**config.mk**
```make
export PLATFORM = sky130hd
export DESIGN_NAME = hth_ctrl
export DESIGN_NICKNAME = d
export VERILOG_FILES = /design/src/sv/hth_pkg.sv /design/src/sv/hth_ctrl.sv
export SDC_FILE = /design/constraint.sdc
export NUM_CORES = 1
export LEC_CHECK = 0
export BUFFER_PORTS_ARGS = -buffer_cell sky130_fd_sc_hd__buf_2
export CORE_AREA = 3 3 40 42
export DETAILED_ROUTE_END_ITERATION = 10
export DIE_AREA = 0 0 43 45
export SYNTH_ARGS = -nofsm -noshare
export SYNTH_HDL_FRONTEND = slang
export SYNTH_SLANG_ARGS = --single-unit
export TNS_END_PERCENT = 20
```
**constraint.sdc**
```tcl
create_clock -name clk_i -period 1.52 [get_ports clk_i]
set_input_delay 0.076 -clock clk_i [delete_from_list [all_inputs] [get_ports clk_i]]
set_output_delay 0.076 -clock clk_i [all_outputs]
set_load 0.05 [all_outputs]
```
**src/sv/hth_pkg.sv**
```systemverilog
// Shared constants, types and controller/datapath interface for the hit time histogram.
// No dependencies; imported by hth_ctrl, hth_dpath, the top level and the testbench.
package hth_pkg;

  localparam int unsigned HIT_DEPTH = 1024;
  localparam int unsigned HIST_BINS = 64;

  localparam int unsigned TIME_W    = 32;
  localparam int unsigned RES_W     = 20;
  localparam int unsigned BCOUNT_W  = 11;
  localparam int unsigned HIT_AW    = $clog2(HIT_DEPTH);
  localparam int unsigned HCNT_W    = $clog2(HIT_DEPTH + 1);
  localparam int unsigned BIN_W     = (HIST_BINS > 1) ? $clog2(HIST_BINS) : 1;
  localparam int unsigned REM_W     = RES_W + BIN_W;
  localparam int unsigned STEP_W    = $clog2(BIN_W + 1);

  localparam logic [RES_W-1:0]    RES_RESET      = RES_W'(1000);
  localparam logic [BCOUNT_W-1:0] BCOUNT_MAX     = '1;
  localparam logic [TIME_W-1:0]   EARLIEST_RESET = {1'b0, {(TIME_W-1){1'b1}}};

  typedef enum logic [3:0] {
    ST_LOAD,
    ST_BIN_RD,
    ST_BIN_OFS,
    ST_BIN_CHK,
    ST_BIN_DIV,
    ST_BIN_CRD,
    ST_BIN_CWR,
    ST_EMIT_RD,
    ST_EMIT_LD,
    ST_EMIT_OUT
  } state_e;

  // controller -> datapath
  typedef struct packed {
    logic hit_load;    // accepted input hit
    logic bin_init;    // restart hit walk
    logic hit_rd;      // read hit store at walk index
    logic ofs_ld;      // register offset from earliest
    logic chk;         // range check, seed divider
    logic div_step;    // one quotient bit
    logic cnt_rd;      // read bin count at quotient
    logic cnt_wr;      // write back incremented count
    logic idx_inc;     // next stored hit
    logic emit_init;   // emission index to bin 0
    logic emit_rd;     // read bin count at emission index
    logic out_ld;      // load output register
    logic emit_inc;    // next bin
    logic clear;       // end of burst
  } cmd_t;

  // datapath -> controller
  typedef struct packed {
    logic bin_ovf;     // offset past last bin
    logic div_done;    // final quotient bit this cycle
    logic idx_last;    // walk index at last stored hit
    logic emit_last;   // emission index at highest bin
  } sts_t;

endpackage

```
**src/sv/hth_ctrl.sv**
```systemverilog
// Sequencing controller: load, per-hit binning walk and bin emission.
// Depends on hth_pkg.
module hth_ctrl import hth_pkg::*; (
  input  logic clk_i,
  input  logic rst_ni,
  input  logic in_valid_i,
  output logic in_stall_o,
  input  logic last_hit_i,
  output logic out_valid_o,
  input  logic out_stall_i,
  input  sts_t sts_i,
  output cmd_t cmd_o
);

  state_e state_q, state_d;

  always_ff @(posedge clk_i or negedge rst_ni) begin
    if (!rst_ni) begin
      state_q <= ST_LOAD;
    end else begin
      state_q <= state_d;
    end
  end

  always_comb begin
    state_d     = state_q;
    cmd_o       = '0;
    in_stall_o  = 1'b1;
    out_valid_o = 1'b0;
    case (state_q)
      ST_LOAD: begin
        in_stall_o = 1'b0;
        if (in_valid_i) begin
          cmd_o.hit_load = 1'b1;
          if (last_hit_i) begin
            cmd_o.bin_init = 1'b1;
            state_d        = ST_BIN_RD;
          end
        end
      end
      ST_BIN_RD: begin
        cmd_o.hit_rd = 1'b1;
        state_d      = ST_BIN_OFS;
      end
      ST_BIN_OFS: begin
        cmd_o.ofs_ld = 1'b1;
        state_d      = ST_BIN_CHK;
      end
      ST_BIN_CHK: begin
        cmd_o.chk = 1'b1;
        if (!sts_i.bin_ovf) begin
          state_d = ST_BIN_DIV;
        end else if (sts_i.idx_last) begin
          cmd_o.emit_init = 1'b1;
          state_d         = ST_EMIT_RD;
        end else begin
          cmd_o.idx_inc = 1'b1;
          state_d       = ST_BIN_RD;
        end
      end
      ST_BIN_DIV: begin
        cmd_o.div_step = 1'b1;
        if (sts_i.div_done) begin
          state_d = ST_BIN_CRD;
        end
      end
      ST_BIN_CRD: begin
        cmd_o.cnt_rd = 1'b1;
        state_d      = ST_BIN_CWR;
      end
      ST_BIN_CWR: begin
        cmd_o.cnt_wr = 1'b1;
        if (sts_i.idx_last) begin
          cmd_o.emit_init = 1'b1;
          state_d         = ST_EMIT_RD;
        end else begin
          cmd_o.idx_inc = 1'b1;
          state_d       = ST_BIN_RD;
        end
      end
      ST_EMIT_RD: begin
        cmd_o.emit_rd = 1'b1;
        state_d       = ST_EMIT_LD;
      end
      ST_EMIT_LD: begin
        cmd_o.out_ld = 1'b1;
        state_d      = ST_EMIT_OUT;
      end
      ST_EMIT_OUT: begin
        out_valid_o = 1'b1;
        if (!out_stall_i) begin
          if (sts_i.emit_last) begin
            cmd_o.clear = 1'b1;
            state_d     = ST_LOAD;
          end else begin
            cmd_o.emit_inc = 1'b1;
            state_d        = ST_EMIT_RD;
          end
        end
      end
      default: begin
        state_d = ST_LOAD;
      end
    endcase
  end

endmodule

```
==> results.py, run 1 <==
metrics = {
    "floorplanning": {
        "die_area_um2": 1940,
        "io-pin-count": 25,
        "die_width_um": 43,
        "core_region_area_um2": 1280,
        "floorplan.initialDensity_pct": 35.1,
        "die_height_um": 45,
        "fp-row-count": 13,
    },
    "detailed_routing": {
        "dr.first_iter.drc_count": 15,
        "via_count": 577,
        "route.detailed.drc": 0,
        "ant_nets": 0,
        "drt_wl_total_um": 1380,
        "wl_per_cell_um": 12.3,
        "vias_per_cell": 5.15,
        "drtPass1Iterations": 3,
    },
    "power_and_ir_drop": {
        "pwr_density_cell_nw_per_um2": 2260,
        "static-leakage-power_nw": 0.369,
        "vdd.ir_drop.worst_v": 0.00122,
    },
    "finish": {
        "largestRegisters": "state_q (4)",
        "antenna_cells": 0,
        "final_design_area_no_fill_um2": 712,
        "layout.nets": 108,
        "largest_reg_flops": 4,
        "area_growth_pct": 58.1,
        "largest_reg_by_ff_count": "state_q",
        "drive_gt1_share_pct": 53.6,
    },
    "place": {
        "post-dp-hpwl_um": 993,
        "place_area_um2": 579,
        "routability_cong": 0.771,
        "io_buffers": 24,
        "place_ws_ns": 0.155,
    },
    "global_route": {
        "first_global_vias": 518,
        "grt_start_max_net_pins": 13,
        "antenna_found_initial": 0,
        "globalRoute.totalOverflow": 0,
        "grt_use_total_pct": 14.7,
        "grt_pass1_wl_um": 2210,
    },
    "critical_path": {
        "critical_path_end_type": "output port",
        "critical_path.n_buffers_inverters": 1,
        "crit_chain": "and2b_2, nand2_4, nor3b_2, buf_6",
        "worstPathMaxFanout": 7,
        "timing.critical_path.from_type": "flip-flop",
        "critPathArrivalTime_ns": 1.40,
        "crit_path_max_incr_delay_ns": 0.45,
        "timing.critical_path.slowest_stage_cell": "sky130_fd_sc_hd__dfrtp_2",
        "required_ns": 1.44,
        "timing.critical_path.max_delay_family": "simple AND/OR/NAND/NOR gates",
        "timing_worst_setup_path_type": "flip-flop to output port",
    },
    "min_path": {
        "worst_min_delay_path_class": "primary input to flip-flop",
    },
    "timing": {
        "final.setup_skew_ns": 0.00288,
        "tightestPinTransition_ns": 0.280,
        "fmax_mhz": 677,
        "grt_setup_unrepaired": "true",
        "timing.final.ws_setup_ns": 0.0429,
        "final_period_minus_worst_setup_slack_ns": 1.48,
        "worst_slew_margin_rel_pct": 81.1,
        "hold_violations": 0,
        "slew_violations": 0,
        "fin_crit_sh_pct": 97.2,
        "timing.final.setup_violations": 0,
    },
    "clock_network": {
        "clock-root-buffer": "sky130_fd_sc_hd__clkbuf_4",
        "clock_path_buffers": 2,
        "worst_skew_pair.late_latency_ns": 0.24,
        "tritoncts": "done",
        "path_clk_slew_ns": 0.04,
        "clk_sinks": 4,
        "cts_buffers": 3,
        "htree_num_levels": 1,
    },
    "synthesis": {
        "ys_ff_latch": 4,
        "synth_cell_type_count": 28,
        "synthCells": 64,
        "synthDominantAreaCellType": "sky130_fd_sc_hd__dfrtp_1",
        "synthesis.area_per_instance_um2": 7.04,
        "ys_seq_area_share_pct": 22.2,
        "synth-warning-count": 0,
        "synth_top_area_share_pct": 22.2,
        "synth_nets": 73,
        "syn-cell-area_um2": 450,
        "post_synth_main_area_contributors": "sky130_fd_sc_hd__dfrtp_1 22%, sky130_fd_sc_hd__nor3_1 6.7%, sky130_fd_sc_hd__nand2_1 5.8%, sky130_fd_sc_hd__nand2b_1 5.6%, sky130_fd_sc_hd__buf_6 5.0%",
    },
    "status": {
        "result_of_the_run": "finished clean",
    },
    "flow_run": {
        "cap_viol_max_count": 0,
    },
}
cell usage after synthesis:
library cell / n
sky130_fd_sc_hd__buf_6: 2
sky130_fd_sc_hd__o41ai_1: 1
sky130_fd_sc_hd__nand2b_1: 4
sky130_fd_sc_hd__o2111ai_1: 1
sky130_fd_sc_hd__a21o_1: 1
sky130_fd_sc_hd__a22oi_1: 1
sky130_fd_sc_hd__o21ai_0: 3
sky130_fd_sc_hd__o21a_1: 1
sky130_fd_sc_hd__nor2_2: 2
sky130_fd_sc_hd__o21ai_1: 2
sky130_fd_sc_hd__inv_2: 1
sky130_fd_sc_hd__and4_1: 2
sky130_fd_sc_hd__a21oi_1: 4
sky130_fd_sc_hd__and3_1: 1
sky130_fd_sc_hd__inv_1: 4
sky130_fd_sc_hd__nor3_2: 1
sky130_fd_sc_hd__dfrtp_1: 4
sky130_fd_sc_hd__clkbuf_4: 1
sky130_fd_sc_hd__and2b_1: 1
sky130_fd_sc_hd__a31oi_2: 1
sky130_fd_sc_hd__nor3b_1: 1
sky130_fd_sc_hd__buf_4: 1
sky130_fd_sc_hd__nor3_1: 6
sky130_fd_sc_hd__nand2_1: 7
sky130_fd_sc_hd__and2b_2: 1
sky130_fd_sc_hd__nand3_1: 2
sky130_fd_sc_hd__a31oi_1: 2
sky130_fd_sc_hd__nor2_1: 6
routing by layer:
layer | routed length [um] | global-route usage, % | vias to the layer above
met5 | 0 | 0 | -
met3 | 79 | 2.79 | 0
met2 | 680 | 25.1 | 19
met1 | 615 | 19.1 | 264
li1 | - | - | 294
met4 | 0 | 3.61 | 0
where the power goes:
group | switching, mW | total, mW | leakage (nW) | internal, mW
Clock | 0.0471 | 0.136 | 0.0138 | 0.0886
Combinational | 0.790 | 1.22 | 0.310 | 0.429
Sequential | 0.0921 | 0.257 | 0.0453 | 0.165
worst paths after layout:
check,from,end,slack (ns),depth (start not counted)
setup / recovery,state_q[2],cmd_o[0],0.04,4
hold / removal,sts_i[2],state_q[0],0.13,3
setup reg to reg,state_q[2],state_q[1],0.23,5
hold reg to reg,state_q[3],state_q[2],0.63,2
max in group asynchronous,rst_ni,state_q[2],1.22,2
min in group asynchronous,rst_ni,state_q[3],0.18,2
through the flow:
stage,hold WS [ns],cells,util (%),setup TNS (ns),power [mW]
2_1_floorplan,-0.220,64,-,-1.83,1.12
3_3_place_gp,-0.118,102,45.1,0,1.31
3_5_place_dp,-0.117,102,45.1,0,1.31
4_1_cts,0.126,106,49.1,0,1.47
5_1_grt,0.163,112,55.4,-0.0222,1.73
6_report,0.127,112,55.4,0,1.61
logic make-up after synthesis:
group | count (synthesis) | synth area share (%)
compound gates | 17 | 24.4
flops | 4 | 22.2
simple gates | 34 | 40.8
buf+inv | 9 | 12.5
placed cells by master, fill, tap and decap left out, drive strengths merged, types with 2 or more instances in the layout:
cell    Yosys  routed
dfrtp       4       4
clkbuf      1       5
and4        2       2
a31oi       3       3
nor3        7       7
and2b       2       2
nor2        8       8
inv         5       5
a21oi       4       4
nand2       7       7
nand2b      4       4
nand3       2       2
o21ai       5       5
buf         3      31
worst reg2reg max path, cell delays in order (launching register included):
cell                      delay (ns)
sky130_fd_sc_hd__dfrtp_2        0.45
sky130_fd_sc_hd__buf_4          0.17
sky130_fd_sc_hd__o21a_1         0.17
sky130_fd_sc_hd__a31oi_2        0.17
sky130_fd_sc_hd__nand2_1        0.09
sky130_fd_sc_hd__a21oi_1        0.14
final cells by class:
cell class | instances | area, um^2
clock buffers | 3 | 22.5
repair buffers | 34 | 229
well taps | 15 | 18.8
multi-input cells | 51 | 318
inverters | 5 | 18.8
flip-flops and latches | 4 | 105
fillers | 127 | 573
timing repair:
item / CTS / global route
pin swaps: 0 / 2
gates resized for setup: 8 / 14
setup endpoints to repair: 6 / 13
buffers inserted: 0 / 6
hold buffers: 1 / 0
endpoints found under the hold margin: 4 / 0
(Power assumes the default switching activity.)
==> inputs of run 2 (changes only) <==
- PLACE_DENSITY: unset -> 0.63
==> results.py, run 2 (same netlist as run 1, synthesis figures left out) <==
metrics = {
    "floorplanning": {
        "io-pin-count": 25,
        "core_region_area_um2": 1280,
        "die_height_um": 45,
        "die_width_um": 43,
        "floorplan.initialDensity_pct": 35.1,
        "die_area_um2": 1940,
        "fp-row-count": 13,
    },
    "power_and_ir_drop": {
        "vdd.ir_drop.worst_v": 0.000922,
        "pwr_density_cell_nw_per_um2": 2280,
        "static-leakage-power_nw": 0.330,
    },
    "critical_path": {
        "cp.depth": 4,
        "crit_path_max_incr_delay_ns": 0.44,
        "timing.critical_path.max_delay_family": "simple AND/OR/NAND/NOR gates",
        "timing.critical_path.slowest_stage_cell": "sky130_fd_sc_hd__dfrtp_2",
        "timing_worst_setup_path_type": "flip-flop to output port",
        "reg2reg_from": "state_q[1]",
        "required_ns": 1.44,
        "timing.reg2reg.setup_slack_ns": 0.22,
        "crit_chain": "and2b_1, nand2_1, nor3_1, buf_4",
        "worst_setup_path_endpoint": "cmd_o[1]",
        "worstRegToRegCells": 5,
        "worstReg2RegEnd": "state_q[1]",
        "worstPathMaxFanout": 8,
        "critical_path.n_buffers_inverters": 1,
        "timing.critical_path.from_type": "flip-flop",
        "critPathArrivalTime_ns": 1.41,
        "timing.critical_path.from": "state_q[1]",
        "critical_path_end_type": "output port",
    },
    "finish": {
        "layout.nets": 103,
        "post_layout_nonfiller_instances": 107,
        "drive_gt1_share_pct": 46.7,
        "antenna_cells": 0,
        "layout_common_cells": "15 x sky130_fd_sc_hd__buf_2, 7 x sky130_fd_sc_hd__nand2_1, 7 x sky130_fd_sc_hd__clkbuf_4, 7 x sky130_fd_sc_hd__buf_4, 6 x sky130_fd_sc_hd__nor3_1",
        "largest_reg_by_ff_count": "state_q",
        "largest_reg_flops": 4,
        "final_common_cell": "sky130_fd_sc_hd__buf_2",
        "area_growth_pct": 46.1,
        "largestRegisters": "state_q (4)",
    },
    "clock_network": {
        "cts_buffers": 3,
        "clock-root-buffer": "sky130_fd_sc_hd__clkbuf_4",
        "htree_num_levels": 1,
        "tritoncts": "done",
        "worst_skew_pair.late_latency_ns": 0.23,
        "path_clk_slew_ns": 0.03,
        "clk_sinks": 4,
        "clock_path_buffers": 2,
    },
    "detailed_routing": {
        "vias_per_cell": 5.19,
        "wl_per_cell_um": 12.0,
        "ant_nets": 0,
        "dr.first_iter.drc_count": 14,
        "drt_wl_total_um": 1280,
        "drtPass1Iterations": 4,
        "route.detailed.drc": 0,
        "via_count": 555,
    },
    "timing": {
        "fin_crit_sh_pct": 98.0,
        "timing.final.setup_violations": 0,
        "final_period_minus_worst_setup_slack_ns": 1.49,
        "worst_slew_margin_rel_pct": 81.8,
        "hold_violations": 0,
        "grt_setup_unrepaired": "true",
        "fmax_mhz": 671,
        "hold_ws_ns": 0.179,
        "tightestPinTransition_ns": 0.270,
        "final.setup_skew_ns": 0.00233,
        "slew_violations": 0,
    },
    "global_route": {
        "grt_start_max_net_pins": 13,
        "first_global_vias": 472,
        "grt_use_total_pct": 12.2,
        "globalRoute.totalOverflow": 0,
        "antenna_found_initial": 0,
        "grt_pass1_wl_um": 1820,
    },
    "place": {
        "post-dp-hpwl_um": 968,
        "routability_cong": 0.812,
        "io_buffers": 24,
        "place.detailed.instances": 102,
    },
    "status": {
        "result_of_the_run": "finished clean",
    },
    "flow_run": {
        "cap_viol_max_count": 0,
    },
    "min_path": {
        "worst_min_delay_path_class": "primary input to async pin",
    },
}
run 2: repair_timing:
action                     CTS  global route
resized for setup            7            10
setup endpoints to repair    6             9
buffers inserted             0             1
hold endpoints to repair     4             0
hold buffers                 1             0
run 2: layout make-up:
class	count	area, um^2
Clock buffer	3	22.5
Fill cell	139	627
Inverter	5	18.8
Multi-Input combinational cell	51	304
Sequential cell	4	104
Tap cell	15	18.8
Timing Repair Buffer	29	190
run 2: layer usage:
metal	wire length (um)	part of all wire, %	global-route usage, %
met1	536	42	14.1
met2	650	51	22.2
met3	80	6.3	1.59
met4	11	0.86	6.02
met5	0	0	0
run 2: through the flow:
step | cell area (um^2) | power [mW] | TNS (ns) | setup slack, ns | util, %
6_report | 658 | 1.50 | 0 | 0.0298 | 51.2
5_1_grt | 658 | 1.62 | -0.134 | -0.0411 | 51.2
4_1_cts | 627 | 1.46 | 0 | 0.00873 | 48.8
3_5_place_dp | 579 | 1.31 | 0 | 0.139 | 45.1
3_3_place_gp | 579 | 1.30 | 0 | 0.171 | 45.1
2_1_floorplan | 455 | 1.12 | -1.83 | -0.365 | -
run 2: worst min-delay path by stage:
stage | from | to
after floorplan | rst_ni | state_q[0]
after global placement | rst_ni | state_q[3]
after detailed placement | rst_ni | state_q[3]
after CTS | rst_ni | state_q[1]
after global routing | rst_ni | state_q[2]
final | rst_ni | state_q[2]
run 2: worst reg2reg max path, delay by kind of cell (launching register included):
kind	cells	cell delay [ns]
AOI/OAI and AO/OA	3	0.50
DFF	1	0.44
and+or+nand+nor	1	0.09
buffers and inverters	1	0.18
run 2: power breakdown:
group	switching [mW]	leakage (nW)	internal, mW
sequential	0.107	0.0469	0.163
combinational	0.752	0.270	0.356
clock	0.0356	0.0138	0.0877
total	0.894	0.330	0.607
==> inputs of run 3 (changes only) <==
==> constraint.sdc (replaced) <==
create_clock -name clk_i -period 1.52 [get_ports clk_i]
set_input_delay 0.076 -clock clk_i [delete_from_list [all_inputs] [get_ports clk_i]]
set_output_delay 0.076 -clock clk_i [all_outputs]
set_load 0.1 [all_outputs]
==> results.py, run 3 (same netlist as run 1, synthesis figures left out) <==
metrics = {
    "flow_run": {
        "cap_viol_max_count": 0,
    },
    "clock_network": {
        "worst_skew_pair.late_latency_ns": 0.24,
        "clk_sinks": 4,
        "tritoncts": "done",
        "clock-root-buffer": "sky130_fd_sc_hd__clkbuf_4",
        "htree_num_levels": 1,
        "path_clk_slew_ns": 0.04,
        "clock_path_buffers": 2,
        "cts_buffers": 3,
    },
    "floorplanning": {
        "die_height_um": 45,
        "floorplan.initialDensity_pct": 35.1,
        "die_area_um2": 1940,
        "fp-row-count": 13,
        "die_width_um": 43,
        "io-pin-count": 25,
        "core_region_area_um2": 1280,
    },
    "status": {
        "result_of_the_run": "finished, violations left",
        "failed_checks": "negative setup slack",
    },
    "global_route": {
        "grt_util_met2_pct": 35.0,
        "grt_pass1_wl_um": 2890,
        "grt_use_total_pct": 19.7,
        "grt_start_max_net_pins": 11,
        "first_global_vias": 652,
        "met1_usage_pct": 23.5,
        "antenna_found_initial": 0,
        "grt_busiest_layer": "met2",
        "grt.met3_usage_pct": 7.17,
        "globalRoute.totalOverflow": 0,
    },
    "place": {
        "routability_cong": 0.862,
        "io_buffers": 24,
        "place_ws_ns": 0.149,
        "post-dp-hpwl_um": 1270,
    },
    "critical_path": {
        "timing_worst_setup_path_type": "flip-flop to output port",
        "timing.critical_path.max_delay_family": "simple AND/OR/NAND/NOR gates",
        "critical_path.n_buffers_inverters": 1,
        "critical_path_end_type": "output port",
        "cp.depth": 4,
        "timing.critical_path.slowest_stage_cell": "sky130_fd_sc_hd__dfrtp_2",
        "crit_chain": "and2b_2, nand2_4, nor3b_4, buf_12",
        "timing.critical_path.from_type": "flip-flop",
        "worstRegToRegCells": 5,
        "crit_path_max_incr_delay_ns": 0.44,
        "critPathArrivalTime_ns": 1.44,
        "worstPathMaxFanout": 6,
        "required_ns": 1.44,
    },
    "finish": {
        "largest_reg_flops": 4,
        "layout.nets": 110,
        "drive_gt1_share_pct": 66.7,
        "largest_reg_by_ff_count": "state_q",
        "antenna_cells": 0,
        "largestRegisters": "state_q (4)",
        "post-route-util_pct": 80.2,
        "final_common_cell": "sky130_fd_sc_hd__buf_12",
        "layout_common_cells": "16 x sky130_fd_sc_hd__buf_12, 10 x sky130_fd_sc_hd__buf_4, 8 x sky130_fd_sc_hd__buf_2",
        "area_growth_pct": 129,
    },
    "detailed_routing": {
        "ant_nets": 0,
        "route.detailed.drc": 0,
        "via_count": 651,
        "dr.first_iter.drc_count": 22,
        "drtPass1Iterations": 4,
        "wl_per_cell_um": 15.8,
        "drt_wl_total_um": 1800,
        "vias_per_cell": 5.71,
    },
    "min_path": {
        "worst_min_delay_path_class": "primary input to flip-flop",
        "min_delay_path_depth": 3,
    },
    "timing": {
        "slew_violations": 0,
        "final_period_minus_worst_setup_slack_ns": 1.52,
        "tightestPinTransition_ns": 0.324,
        "final.setup_skew_ns": 0.00337,
        "fin_crit_sh_pct": 100,
        "fmax_mhz": 658,
        "grt_setup_unrepaired": "true",
        "timing.final.setup_violations": 1,
        "final.setup.tns_ns": -0.000900,
        "worst_slew_margin_rel_pct": 78.2,
        "timing.final.ws_setup_ns": -0.000900,
        "hold_violations": 0,
    },
}
run 3: area by class of cell:
cell class | count | area (um^2)
Tap cell | 15 | 18.8
Clock buffer | 3 | 22.5
Inverter | 5 | 18.8
Multi-Input combinational cell | 51 | 410
Timing Repair Buffer | 36 | 457
Fill cell | 76 | 254
Sequential cell | 4 | 104
run 3: per-layer routing:
metal  vias to the layer above  wire length, um
met4                         0               16
met5                         -                0
met1                       308              735
met3                         4              155
li1                        300                -
met2                        39              895
run 3: timing repair:
action	4_1_cts	5_1_grt
cloned	0	0
endpoints found under the setup margin	7	10
hold buffers	1	0
resized for setup	6	5
endpoints found under the hold margin	4	0
pin swaps	2	1
setup buffers	4	3
run 3: stage by stage:
| stage | area, um^2 | std cells | hold slack [ns] |
|---|---|---|---|
| 2_1_floorplan | 546 | 64 | -0.220 |
| 3_3_place_gp | 917 | 103 | -0.118 |
| 3_5_place_dp | 917 | 103 | -0.114 |
| 4_1_cts | 996 | 111 | 0.172 |
| 5_1_grt | 1030 | 114 | 0.165 |
| 6_report | 1030 | 114 | 0.158 |
run 3: worst register-to-register path, stage by stage, from the launching register on:
cell                      delay [ns]
sky130_fd_sc_hd__dfrtp_2        0.41
sky130_fd_sc_hd__and2b_2        0.27
sky130_fd_sc_hd__buf_4          0.13
sky130_fd_sc_hd__buf_4          0.13
sky130_fd_sc_hd__o21ai_0        0.25
sky130_fd_sc_hd__a21oi_1        0.12
run 3: path summary, 6_finish.rpt:
kind | startpoint | to | slack (ns)
max reg2reg | state_q[1] | state_q[1] | 0.07
min in group asynchronous | rst_ni | state_q[1] | 0.18
max | state_q[1] | cmd_o[0] | -0.0009
min | sts_i[2] | state_q[0] | 0.16
max in group asynchronous | rst_ni | state_q[2] | 1.20
min reg2reg | state_q[3] | state_q[2] | 0.73
Power of run 3 is left out: the tool's default activity adds up to more than one toggle a clock period on the data nets, which glitch-free logic cannot reach.
